==> config.mk <==
export PLATFORM = sky130hd
export DESIGN_NAME = ultrasonic_echo_ranger_unit
export DESIGN_NICKNAME = d
export VERILOG_FILES = /design/src/design/uer_pkg.sv /design/src/design/uer_step.sv /design/src/design/ultrasonic_echo_ranger_unit.sv
export VERILOG_INCLUDE_DIRS = /design/src /design/src/design
export SDC_FILE = /design/constraint.sdc
export NUM_CORES = 1
export LEC_CHECK = 0
export ABC_AREA = 1
export BUFFER_PORTS_ARGS = -buffer_cell sky130_fd_sc_hd__buf_4
export CORE_ASPECT_RATIO = 0.5
export CORE_MARGIN = 2
export CORE_UTILIZATION = 58
export DETAILED_ROUTE_END_ITERATION = 10
export GPL_TIMING_DRIVEN = 0
export PLACE_DENSITY = 0.79
export SLEW_MARGIN = 0
export SYNTH_ARGS = -nofsm -noshare
export SYNTH_HDL_FRONTEND = slang
export SYNTH_SLANG_ARGS = --single-unit
export TNS_END_PERCENT = 30
==> constraint.sdc <==
create_clock -name clk_i -period 8.2 [get_ports clk_i]
set_input_delay 0.82 -clock clk_i [delete_from_list [all_inputs] [get_ports clk_i]]
set_output_delay 0.82 -clock clk_i [all_outputs]
set_load 0.005 [all_outputs]
==> src/design/assert_macros.svh <==
// Assertion helpers shared by the RTL. Every check is sampled on the rising
// clock edge and is switched off while reset is asserted.
`ifndef ASSERT_MACROS_SVH
`define ASSERT_MACROS_SVH

// Checks that a condition holds at every sampled edge.
`define ASSERT_ALWAYS(label, cond, msg) \
  label: assert property (@(posedge clk_i) disable iff (!rst_ni) (cond)) \
    else $error(msg);

// Checks that the consequent holds whenever the antecedent holds.
`define ASSERT_IMPLY(label, ante, cons, msg) \
  label: assert property (@(posedge clk_i) disable iff (!rst_ni) (ante) |-> (cons)) \
    else $error(msg);

`endif

==> src/design/uer_pkg.sv <==
`default_nettype none

package uer_pkg;

  // Field widths.
  localparam int unsigned WIDTH_W  = 16;
  localparam int unsigned TICKS_W  = 20;
  localparam int unsigned TRIG_W   = 8;
  localparam int unsigned DIST_W   = 15;
  localparam int unsigned CFG_IDX_W  = 2;
  localparam int unsigned CFG_DATA_W = 20;

  // Distance is width * 8 / 29, done as a multiply by a rounded-up
  // reciprocal of 29 (scaled by 2^25) and a shift; exact for all 16-bit widths.
  localparam int unsigned RECIP_W    = 21;
  localparam logic [RECIP_W-1:0] DIST_RECIP = 21'd1157050;
  localparam int unsigned DIST_SHIFT = 22;
  localparam int unsigned PROD_W     = WIDTH_W + RECIP_W;

  // Measurement phases.
  localparam int unsigned PHASE_W = 3;
  localparam logic [PHASE_W-1:0] PH_IDLE = 3'd0;
  localparam logic [PHASE_W-1:0] PH_LOW  = 3'd1;
  localparam logic [PHASE_W-1:0] PH_HIGH = 3'd2;
  localparam logic [PHASE_W-1:0] PH_RISE = 3'd3;
  localparam logic [PHASE_W-1:0] PH_MEAS = 3'd4;

  // Register indexes on the configuration port.
  localparam logic [CFG_IDX_W-1:0] REG_TRIG_LOW  = 2'd0;
  localparam logic [CFG_IDX_W-1:0] REG_TRIG_HIGH = 2'd1;
  localparam logic [CFG_IDX_W-1:0] REG_RISE_TO   = 2'd2;
  localparam logic [CFG_IDX_W-1:0] REG_WIDTH_TO  = 2'd3;

  // Reset values of the registers.
  localparam logic [TRIG_W-1:0]  TRIG_LOW_RST  = 8'd2;
  localparam logic [TRIG_W-1:0]  TRIG_HIGH_RST = 8'd10;
  localparam logic [TICKS_W-1:0] TIMEOUT_RST   = 20'd1000000;

  typedef struct packed {
    logic start_req;
    logic echo_level;
  } in_t;

  typedef struct packed {
    logic                trigger_level;
    logic                busy_res;
    logic                done_res;
    logic                status;
    logic [WIDTH_W-1:0]  echo_width_us;
    logic [DIST_W-1:0]   distance_cm_q4;
  } out_t;

  typedef struct packed {
    logic [TRIG_W-1:0]  trigger_low_us;
    logic [TRIG_W-1:0]  trigger_high_us;
    logic [TICKS_W-1:0] rise_timeout_us;
    logic [TICKS_W-1:0] width_timeout_us;
  } cfg_t;

  typedef struct packed {
    logic [PHASE_W-1:0] phase;
    logic [TICKS_W-1:0] phase_ticks;
    logic [WIDTH_W-1:0] pulse_width;
    logic [WIDTH_W-1:0] last_width;
    logic               last_status;
    logic [DIST_W-1:0]  last_dist;
  } state_t;

endpackage

`default_nettype wire

==> src/design/uer_step.sv <==
`default_nettype none

module uer_step (
  input  uer_pkg::cfg_t   cfg_i,
  input  uer_pkg::state_t state_i,
  input  uer_pkg::in_t    word_i,
  output uer_pkg::state_t state_o,
  output uer_pkg::out_t   word_o
);
  import uer_pkg::*;

  logic [TICKS_W-1:0] ticks_inc;
  logic               finish;
  logic [WIDTH_W-1:0] fin_width;
  logic               trig;
  logic [PROD_W-1:0]  prod;

  assign ticks_inc = state_i.phase_ticks + TICKS_W'(1);

  // One tick of the measurement sequencer.
  always_comb begin
    state_o   = state_i;
    finish    = 1'b0;
    fin_width = '0;
    trig      = 1'b0;
    case (state_i.phase)
      PH_LOW: begin
        state_o.phase_ticks = ticks_inc;
        if (ticks_inc >= TICKS_W'(cfg_i.trigger_low_us)) begin
          state_o.phase       = PH_HIGH;
          state_o.phase_ticks = '0;
        end
      end
      PH_HIGH: begin
        trig                = 1'b1;
        state_o.phase_ticks = ticks_inc;
        if (ticks_inc >= TICKS_W'(cfg_i.trigger_high_us)) begin
          state_o.phase       = PH_RISE;
          state_o.phase_ticks = '0;
        end
      end
      PH_RISE: begin
        if (word_i.echo_level) begin
          // The first high tick already counts as one microsecond.
          state_o.pulse_width = WIDTH_W'(1);
          state_o.phase_ticks = TICKS_W'(1);
          state_o.phase       = PH_MEAS;
          if (TICKS_W'(1) >= cfg_i.width_timeout_us) begin
            finish    = 1'b1;
            fin_width = WIDTH_W'(1);
          end
        end else begin
          state_o.phase_ticks = ticks_inc;
          if (ticks_inc >= cfg_i.rise_timeout_us) begin
            finish    = 1'b1;
            fin_width = '0;
          end
        end
      end
      PH_MEAS: begin
        if (word_i.echo_level) begin
          state_o.phase_ticks = ticks_inc;
          if (state_i.pulse_width != '1) begin
            state_o.pulse_width = state_i.pulse_width + WIDTH_W'(1);
          end
          if (ticks_inc >= cfg_i.width_timeout_us) begin
            finish    = 1'b1;
            fin_width = state_o.pulse_width;
          end
        end else begin
          finish    = 1'b1;
          fin_width = state_i.pulse_width;
        end
      end
      default: begin
        state_o.phase = PH_IDLE;
        if (word_i.start_req) begin
          state_o.phase       = (cfg_i.trigger_low_us != '0) ? PH_LOW : PH_HIGH;
          state_o.phase_ticks = '0;
          state_o.pulse_width = '0;
        end
      end
    endcase

    // Distance in Q4 centimeters from the completed width.
    prod = PROD_W'(fin_width) * PROD_W'(DIST_RECIP);

    // Completion latches the width, its status and the distance.
    if (finish) begin
      state_o.last_width  = fin_width;
      state_o.last_status = (fin_width == '0);
      state_o.last_dist   = prod[DIST_SHIFT +: DIST_W];
      state_o.phase       = PH_IDLE;
      state_o.phase_ticks = '0;
    end
  end

  // Result word for this tick.
  always_comb begin
    word_o.trigger_level  = trig;
    word_o.busy_res       = (state_o.phase != PH_IDLE);
    word_o.done_res       = finish;
    word_o.status         = state_o.last_status;
    word_o.echo_width_us  = state_o.last_width;
    word_o.distance_cm_q4 = state_o.last_dist;
  end

endmodule

`default_nettype wire

==> src/design/ultrasonic_echo_ranger_unit.sv <==
// Channel   Direction  Handshake                Word
// input     in         in_valid_i / in_stall_o  in_word_i   (start_req, echo_level)
// output    out        out_valid_o / out_stall_i out_word_o (trigger, busy, done, result)
// config    in         cfg_we_i                 cfg_index_i, cfg_data_i
//
// Each accepted word (one microsecond tick) yields exactly one result word,
// computed combinationally into the output register, so a word per cycle is sustained
// while out_stall_i is low. The output register is the only stage: while it holds a
// word and out_stall_i is high, in_stall_o is high. Reset clears the phase,
// the counters, the last result and loads the register defaults.
`default_nettype none

module ultrasonic_echo_ranger_unit (
  input  wire                                clk_i,
  input  wire                                rst_ni,
  input  wire                                in_valid_i,
  output logic                               in_stall_o,
  input  uer_pkg::in_t                       in_word_i,
  output logic                               out_valid_o,
  input  wire                                out_stall_i,
  output uer_pkg::out_t                      out_word_o,
  input  wire                                cfg_we_i,
  input  wire  [uer_pkg::CFG_IDX_W-1:0]      cfg_index_i,
  input  wire  [uer_pkg::CFG_DATA_W-1:0]     cfg_data_i
);
  import uer_pkg::*;

  `include "assert_macros.svh"

  cfg_t   cfg_q;
  state_t state_q, state_d;
  out_t   out_q, out_d;
  logic   out_valid_q;
  logic   in_accept;

  // The output register can take a word when empty or being drained.
  assign in_stall_o  = out_valid_q && out_stall_i;
  assign in_accept   = in_valid_i && !in_stall_o;
  assign out_valid_o = out_valid_q;
  assign out_word_o  = out_q;

  uer_step u_step (
    .cfg_i   (cfg_q),
    .state_i (state_q),
    .word_i  (in_word_i),
    .state_o (state_d),
    .word_o  (out_d)
  );

  // Configuration registers.
  always_ff @(posedge clk_i or negedge rst_ni) begin
    if (!rst_ni) begin
      cfg_q.trigger_low_us   <= TRIG_LOW_RST;
      cfg_q.trigger_high_us  <= TRIG_HIGH_RST;
      cfg_q.rise_timeout_us  <= TIMEOUT_RST;
      cfg_q.width_timeout_us <= TIMEOUT_RST;
    end else if (cfg_we_i) begin
      case (cfg_index_i)
        REG_TRIG_LOW:  cfg_q.trigger_low_us   <= cfg_data_i[TRIG_W-1:0];
        REG_TRIG_HIGH: cfg_q.trigger_high_us  <= cfg_data_i[TRIG_W-1:0];
        REG_RISE_TO:   cfg_q.rise_timeout_us  <= cfg_data_i[TICKS_W-1:0];
        REG_WIDTH_TO:  cfg_q.width_timeout_us <= cfg_data_i[TICKS_W-1:0];
        default: ;
      endcase
    end
  end

  // Sequencer state advances once per accepted word.
  always_ff @(posedge clk_i or negedge rst_ni) begin
    if (!rst_ni) begin
      state_q <= '0;
    end else if (in_accept) begin
      state_q <= state_d;
    end
  end

  // Output register valid flag.
  always_ff @(posedge clk_i or negedge rst_ni) begin
    if (!rst_ni) begin
      out_valid_q <= 1'b0;
    end else if (in_accept) begin
      out_valid_q <= 1'b1;
    end else if (!out_stall_i) begin
      out_valid_q <= 1'b0;
    end
  end

  // Output register payload.
  always_ff @(posedge clk_i) begin
    if (in_accept) begin
      out_q <= out_d;
    end
  end

  `ASSERT_IMPLY(a_done_not_busy, out_valid_q && out_q.done_res, !out_q.busy_res,
    "Completed measurement still reported busy.")
  `ASSERT_IMPLY(a_trig_busy, out_valid_q && out_q.trigger_level, out_q.busy_res,
    "Trigger driven outside a measurement.")
  `ASSERT_IMPLY(a_no_echo_zero, state_q.last_status, state_q.last_width == '0,
    "No-echo status with a nonzero width.")
  `ASSERT_IMPLY(a_meas_width, state_q.phase == PH_MEAS, state_q.pulse_width != '0,
    "Echo measurement running with zero width.")
  `ASSERT_IMPLY(a_idle_hold, !in_accept, ##1 $stable(state_q),
    "Sequencer state moved without an accepted word.")

endmodule

`default_nettype wire

== Yosys cells after proc, flatten, opt, wreduce, memory -nomap -nowiden ==
Index checks and enable logic that the tools add are counted.
Storage, ports and cells
  register bits after elaboration: 163
  bits of input ports: 29
  output and inout bits: 37
  logic and storage cells: 82
Operators by class
  add/sub/neg operators: 2
  equality and inequality tests: 12
  magnitude comparators: 5
  reductions and logical operators: 16
  bitwise gates (word level): 1
  muxes and demuxes: 28
  multipliers: 1
Operators with widths (count)
  20-bit case mux with 4 select lines: 1
  23-bit two-way mux: 3
  16-bit two-way mux: 4
  16-bit case mux with 3 select lines: 1
  20-bit >= comparator: 2
  20-bit by 8-bit >= comparator with 1-bit output: 2
  39-bit two-way mux: 1
  16-bit by 20-bit multiplier with 36-bit output (second input constant): 1
  36-bit two-way mux: 1
  32-bit two-way mux: 1
  16-bit case mux with 2 select lines: 1
  20-bit by 1-bit adder with 20-bit output (second input constant): 1
  1-bit by 20-bit >= comparator with 1-bit output (first input constant): 1
  20-bit two-way mux: 1
  16-bit by 1-bit adder with 16-bit output (second input constant): 1
  16-bit logical NOT: 1
  16-bit inequality test (second input constant): 1
  3-bit case mux with 4 select lines: 1
  1-bit two-way mux: 10
  2-bit AND reduction: 4
  8-bit nonzero test: 1
  3-bit by 2-bit == test with 1-bit output (second input constant): 2
  3-bit nonzero test: 2
  6-bit nonzero test: 1
  other kinds (17): 20

== Logic depth before layout (Yosys ltp) ==
Gate-level depths: netlist of the first run.
  depth in word-level cells: 7
  depth in mapped cells: 50

== Modules after synthesis ==
Synthesis of the first run repeated with hierarchy kept, for this count alone.
Unflattened totals
  cells, all modules: 2163
  area total of the unflattened synthesis: 16817.4 µm²
By module, submodules not included
  uer_step: sequential area each 0.0 µm², cells an instance 1563, area an instance 10613.9 µm², instances 1
  ultrasonic_echo_ranger_unit: sequential area each 4275.4 µm², cells an instance 600, area an instance 6203.4 µm², instances 1

== Worst setup path before layout of the first run ==
OpenSTA, ideal clock, no wires.
  path type: reg2reg
  from: register state_q[48] (netlist name)
  to: register out_q, in the netlist out_word_o[8], data pin
  arrival: 8.049 ns
  path slack: -0.103 ns
  cell stages (with the launch flop): 44
  path buffers: 1
  library setup time: 0.255 ns
  data required time: 7.945 ns
  cell sequence: dfrtp_1 inv_2 nor2_4 nand3_2 nor2_4 nand2_4 nor2_4 nand3_2 or2_4 nor2_4 nand3_1 nand2_1 inv_1 ha_1 nand2_1 nor2_1 nand2_1 nor2_1 [... 8 more ...] fa_1 inv_1 fa_1 fa_1 fa_1 inv_1 fa_1 inv_1 ha_1 a21oi_1 o21ai_0 a21oi_1 nor2_1 a211oi_1 o21ai_0 nand2_1 nand3_1 and2_1
RTL lines
  start: declaration: RTL line ultrasonic_echo_ranger_unit.sv:31  | state_t state_q, state_d;
  start signal: assignment: RTL line ultrasonic_echo_ranger_unit.sv:73  | state_q <= state_d;
  end signal: assignment: RTL line ultrasonic_echo_ranger_unit.sv:91  | out_q <= out_d;
  end: declaration: RTL line ultrasonic_echo_ranger_unit.sv:32  | out_t out_q, out_d;

==> results.ini, run 1 <==
[outcome]
status=finished, violations left
violations=negative setup slack

[route]
vias_per_cell=5.842
postRouteWirelength_um=45130
postRouteAntennaNets=0
first_iter_violations=1519
vias=13810
route.detailed.drc=0
wl_per_cell_um=19.09
firstDrtPassIters=6

[die]
num_rows=41
io_pins=66
die_w_um=232.7
core_um2=25440
initial_utilization=0.5963
die_y_um=118.4
die_area_um2=27550

[synth]
netlist_instances=1830
ys_warn_count=0
async_flop_share=0.7853
synth_flop_cell=dfrtp_1
synth-simple-area-share=0.1860
synth_top_family_by_area=adder cells
synth_fa_ha_area_frac=0.3119
synth.distinct_cells=48
syn_nets=2170
synth_edf_count=35
avgSynthCellArea_um2=8.291
ys_seq_area_frac=0.2818
muxShareOfSynthArea=0
synth_compound_area_frac=0.09871
synth.cell_area_um2=15170
synth-seq-cells=163
synthXorXnorAreaFrac=0.01212

[clock_network]
cts-buffers-inserted=17
tritoncts=yes
cts_max_level=4
path_clk_slew_ps=60
cts_root_buf=clkbuf_16
clockBufferDepth=2
clk_latency_ps=450
clkSinkCount=163

[final_layout]
fin_area_um2=18420
mostFrequentLayoutCell=inv_1
drive_gt1_frac=0.2149
utilization=0.7238
num-fill-cells=1716
num_antenna_cells=0
nets=2347
area_delta_synth_final_pct=21.39
final_cell_mix=372 x inv_1, 310 x nand2_1, 171 x ha_1

[power]
clkPwrFrac=0.288
total_power_mw=2.757
vdd_drop_max_mv=0.1933
leakage_nw=9.527
p_int_mw=1.818
comb_power_share=0.304
power_density_nw_per_um2=149.7
power_frac_seq=0.408
netSwitchingFraction=0.3404
p_sw_mw=0.9383

[critical_path]
critical_path.endpoint_type=flip-flop
cp_max_fo=5
arrival_ps=8630
critPathLaunchType=flip-flop
cp-startpoint=state_q[49]$_DFFE_PN0P_
timing.rr.start=state_q[49]$_DFFE_PN0P_
rrSetupSlack_ps=-220
rr_worst_depth=45
worstReg2RegEnd=out_word_o[14]$_DFFE_PP_
slowest_delay_ps=610
required_ps=8410
slowest_stage=fa_1
path_class=flip-flop to flip-flop
critPathCapture=out_word_o[14]$_DFFE_PP_

[global_routing]
grt_max_degree=70
overflow=0
track_usage=0.3350
grt_pass1_vias=14050
grt_first_pass_wirelength_um=71340
antenna_found_initial=1

[run]
cap_violations=0

[sta]
finalSetupViolations=21
tns_ps=-2267
tightest_slew_ps=1278
finalCriticalPeriod_ps=8417
setup_slack_ps=-217.4
maxSlewHeadroom=0.1481
drv_slew=0
fmax_ghz=0.1188
clock_skew_ps=10.09
hold_viol=0
rsz0062_at_grt=yes
fin_crit_sh=1.027
fin_hold_ws_ps=347.0

[placement]
gp_congestion=0.9648
place_hpwl_um=31140
place_area_um2=16160
port_buffers=65

[worst_hold_path]
worstHoldPathType=primary input to asynchronous set/reset pin

[worst max-delay path: cells and delay by family (launching register included)]
| kind | cells | cell delay (ps) |
|---|---|---|
| buffers and inverters | 11 | 1070 |
| and+or+nand+nor | 19 | 2210 |
| DFF | 1 | 440 |
| AOI/OAI and AO/OA | 7 | 1060 |
| adders and majority gates | 8 | 3370 |
[stage by stage]
step,setup slack (ps),std cells
2_1_floorplan,13.81,1830
3_3_place_gp,-1759,2239
3_5_place_dp,-1911,2242
4_1_cts,-62.14,2345
5_1_grt,-530.9,2364
6_report,-217.4,2364
[registers in the layout (all words and copies together) (netlist names)]
register     flops
state_q         71
cfg_q           56
out_word_o      35
out_valid_o      1
[power by group through the flow]
stage | clock (mW) | sequential (mW) | combinational (mW)
after global placement | 0 | 1.13 | 0.695
after detailed placement | 0 | 1.13 | 0.727
after floorplan | 0 | 1.11 | 0.485
after CTS | 0.790 | 1.12 | 0.781
final | 0.793 | 1.13 | 0.839
after global routing | 0.830 | 1.14 | 0.922
[layout make-up]
| cell class | count | area [um^2] | share of cell area |
|---|---|---|---|
| multi-input cells | 1229 | 10170 | 0.5521 |
| flip-flops and latches | 163 | 4277 | 0.2322 |
| inverters | 406 | 1534 | 0.08329 |
| repair buffers | 158 | 1282 | 0.06963 |
| clock buffers | 24 | 461.7 | 0.02507 |
| well taps | 344 | 430.4 | 0.02337 |
| plain buffers | 32 | 160.2 | 0.008696 |
| clock inverters | 8 | 103.9 | 0.005639 |
[worst min-delay path by stage]
stage / startpoint / endpoint / slack [ps] / depth (start not counted)
after floorplan: state_q[10]$_DFFE_PN0P_ / state_q[10]$_DFFE_PN0P_ / 440 / 2
after global placement: state_q[7]$_DFFE_PN0P_ / state_q[7]$_DFFE_PN0P_ / 450 / 2
after detailed placement: state_q[1]$_DFFE_PN0P_ / state_q[1]$_DFFE_PN0P_ / 460 / 2
after CTS: rst_ni / state_q[41]$_DFFE_PN0P_ / 370 / 1
after global routing: rst_ni / state_q[41]$_DFFE_PN0P_ / 400 / 1
final: rst_ni / state_q[41]$_DFFE_PN0P_ / 350 / 1
[routing by layer]
| layer | GRT usage | share of wire | vias to the layer above |
|---|---|---|---|
| met5 | 0 | 0.00031 | - |
| met4 | 0.1887 | 0.064 | 2 |
| met3 | 0.06781 | 0.081 | 266 |
| met2 | 0.5571 | 0.47 | 776 |
| met1 | 0.4081 | 0.38 | 6568 |
| li1 | - | - | 6198 |
[synth_stat cells (2+ instances only)]
cell      count  area [um^2]
a211oi_1      7        52.55
a21o_1        5        37.54
a21oi_1      78        390.4
a31oi_1       6        37.54
and2_1       10        62.56
and3_1        2        12.51
buf_1         2        7.510
clkbuf_1     28        105.1
dfrtp_1     111         2778
dfstp_2      17        446.7
edfxtp_1     35         1051
fa_1        112         2242
ha_1        199         2490
inv_1       399         1498
inv_2         7        26.28
nand2_1     330         1239
nand2_2       6        37.54
nand2_4       2        22.52
nand3_1      88        440.4
nand3_2      15        150.1
nand3b_1      2        15.01
nand4_1      11        68.82
nor2_1       89        334.1
nor2_4        5        56.30
nor3_1       19        95.09
nor3_2        2        20.02
nor4_1       11        68.82
o21a_1        6        45.04
o21ai_0     144        720.7
o21ai_1       9        45.04
o21bai_1      3        22.52
o22ai_1      19        118.9
or2_1         4        25.02
or2_2        14        87.58
xnor2_1       5        43.79
xor2_1       16        140.1
[cells by family after synthesis]
family	count (synthesis)
AND/OR/NAND/NOR	617
buffers and inverters	438
adder cells (fa/ha/maj)	311
AO/OA/AOI/OAI	280
flip-flops	163
XOR/XNOR	21
[repair_timing]
item                       4_1_cts  5_1_grt
buffers inserted                70       19
pin swaps                      103       37
hold buffers                     0        0
setup endpoints to repair       30       30
gates resized for setup        190       50
cloned                           1        0
Note: power is estimated with default switching activity, not from simulation.
==> run 2: changes to the inputs <==
Settings changed: BUFFER_PORTS_ARGS -buffer_cell sky130_fd_sc_hd__buf_4 to default, CORE_UTILIZATION 58 to 60, DONT_BUFFER_PORTS from default to 1, RECOVER_POWER from default to 50.
==> run 2 against run 1 <==
- the run still ends with negative setup slack left
- non-clock buffer count decreased by 61
- count of clock-buffer cells in the layout decreased by 4
- first-iteration DRC count increased by 9.7%
- wire length increased by 9.9%
- clock skew increased by 8.5 ps
- die area decreased by 3.2%
- worst setup slack got worse by 230 ps
- global-route usage increased by 1.5 points
- combinational power decreased by 8.2%
- clock power increased by 6.8%
- via count increased by 2.0%
- critical path type unchanged
- critical endpoint unchanged
- largest power group unchanged
==> results.ini, run 2 (synthesized netlist as in run 1, its figures left out) <==
[outcome]
status=finished, violations left
violations=negative setup slack

[route]
postRouteAntennaNets=0
firstDrtPassIters=6
route.detailed.drc=0
postRouteWirelength_um=49610
vias_per_cell=6.112
first_iter_violations=1667
wl_per_cell_um=21.53
vias=14080

[final_layout]
num-fill-cells=1642
mostFrequentLayoutCell=inv_1
max_flop_register=state_q
multi_input_area_um2=10450
largest_register_ffs=71
final_cells=2304
nets=2286
drive_gt1_frac=0.2195
area_delta_synth_final_pct=20.75
final_cell_mix=361 x inv_1, 301 x nand2_1, 169 x ha_1
regArea_um2=4277

[critical_path]
slowest_stage=fa_1
path_buf_inv=7
rrSetupSlack_ps=-450
worstReg2RegEnd=out_word_o[14]$_DFFE_PP_
rr_worst_depth=38
required_ps=8400
critical_path.endpoint_type=flip-flop
critPathTopFamily=adder cells
slowest_delay_ps=570
timing.rr.start=state_q[48]$_DFFE_PN0P_
critPathLaunchType=flip-flop
path_class=flip-flop to flip-flop
timing.critical_path.mode_cell=fa_1
cp_max_fo=5
arrival_ps=8850

[power]
clkPwrFrac=0.307
vdd_drop_max_mv=0.1738
p_int_mw=1.792
power_frac_seq=0.415
netSwitchingFraction=0.3510
leakage_nw=9.367
comb_power_share=0.279
p_sw_mw=0.9692
power_density_nw_per_um2=150.7

[worst_hold_path]
worstHoldPathType=primary input to asynchronous set/reset pin

[global_routing]
grt_pass1_vias=13630
grt_max_degree=129
grt_first_pass_wirelength_um=71680
overflow=0
track_usage=0.3499
antenna_found_initial=1

[placement]
numPlacedInstances=2176
pre_cts_slack_ps=-1690
port_buffers=0
place_hpwl_um=30090
gp_congestion=0.9570

[clock_network]
cts_max_level=4
clkSinkCount=163
clk_latency_ps=460
path_clk_slew_ps=80
tritoncts=yes
cts_root_buf=clkbuf_16
clockBufferDepth=2
cts-buffers-inserted=17

[die]
io_pins=66
die_y_um=116.4
die_area_um2=26650
core_um2=25030
initial_utilization=0.6061
die_w_um=228.9
num_rows=41

[sta]
finalCriticalPeriod_ps=8647
drv_slew=0
rsz0062_at_grt=yes
fmax_ghz=0.1156
tightest_slew_ps=1338
finalSetupViolations=30
clock_skew_ps=18.56
fin_crit_sh=1.055
setup_slack_ps=-447.3
hold_viol=0
maxSlewHeadroom=0.1082

[run]
cap_violations=0

run 2: cell types whose count changed in the layout (fill, tap and decap cells not counted), sizes merged:
cell / before / now
buf: 161 / 101
clkbuf: 53 / 48
clkinv: 4 / 3
clkinvlp: 1 / 2
diode: 0 / 1
inv: 407 / 411
run 2: area by class of cell:
type                       count  area share
timing repair buffer          97     0.04596
antenna                        1   0.0001366
multi-input combinational   1229      0.5705
inverter                     406     0.08455
buffer                        32    0.008742
sequential                   163      0.2334
clock inverter                12    0.007649
tap                          344     0.02349
clock buffer                  20     0.02554
run 2: routing by layer:
metal,GRT usage,up-vias,share of wire,wire (um)
li1,-,6078,-,-
met2,0.5953,984,0.46,22670
met4,0.1848,0,0.080,3948
met1,0.4219,6653,0.37,18140
met3,0.08569,366,0.098,4849
met5,0,-,0,0
run 2: stage by stage:
step	TNS (ps)	hold WS [ps]	total power, mW	area (um^2)	utilization
6_report	-7401	65.30	2.761	18320	0.7318
5_1_grt	-16160	57.04	2.878	18320	0.7317
4_1_cts	-1385	60.75	2.658	17630	0.7041
3_5_place_dp	-42600	457.3	1.783	15640	0.6246
3_3_place_gp	-40980	453.7	1.754	15610	0.6234
2_1_floorplan	0	441.7	1.597	15180	-
run 2: worst reg2reg max path: cells and delay by family, from the launching register on:
family	cells	cell delay (ps)
simple gates	16	2290
buf+inv	7	720
flops	1	460
compound gates	5	860
fa+ha+maj	9	3920
xor+xnor	1	190
run 2: worst max-delay path by stage:
stage	endpoint	start	cells past startpoint	slack (ps)
floorplan	out_word_o[7]$_DFFE_PP_	state_q[48]$_DFFE_PN0P_	44	10
global placement	out_word_o[8]$_DFFE_PP_	state_q[48]$_DFFE_PN0P_	43	-1630
detailed placement	out_word_o[8]$_DFFE_PP_	state_q[48]$_DFFE_PN0P_	43	-1690
CTS	out_word_o[8]$_DFFE_PP_	state_q[49]$_DFFE_PN0P_	44	-160
global route	state_q[12]$_DFFE_PN0P_	state_q[48]$_DFFE_PN0P_	42	-710
finish	out_word_o[14]$_DFFE_PP_	state_q[48]$_DFFE_PN0P_	38	-450
run 2: what timing repair did:
item	in CTS	in global routing
setup endpoints to repair	30	30
hold buffers	0	0
pin swaps	93	85
gates resized for setup	198	132
buffers inserted	70	24
gates cloned	1	0
run 2: power by group through the flow:
stage | Combinational [mW] | Sequential (mW) | Clock, mW
finish | 0.770 | 1.14 | 0.847
global route | 0.839 | 1.16 | 0.880
CTS | 0.685 | 1.13 | 0.840
detailed placement | 0.637 | 1.15 | 0
global placement | 0.613 | 1.14 | 0
floorplan | 0.485 | 1.11 | 0
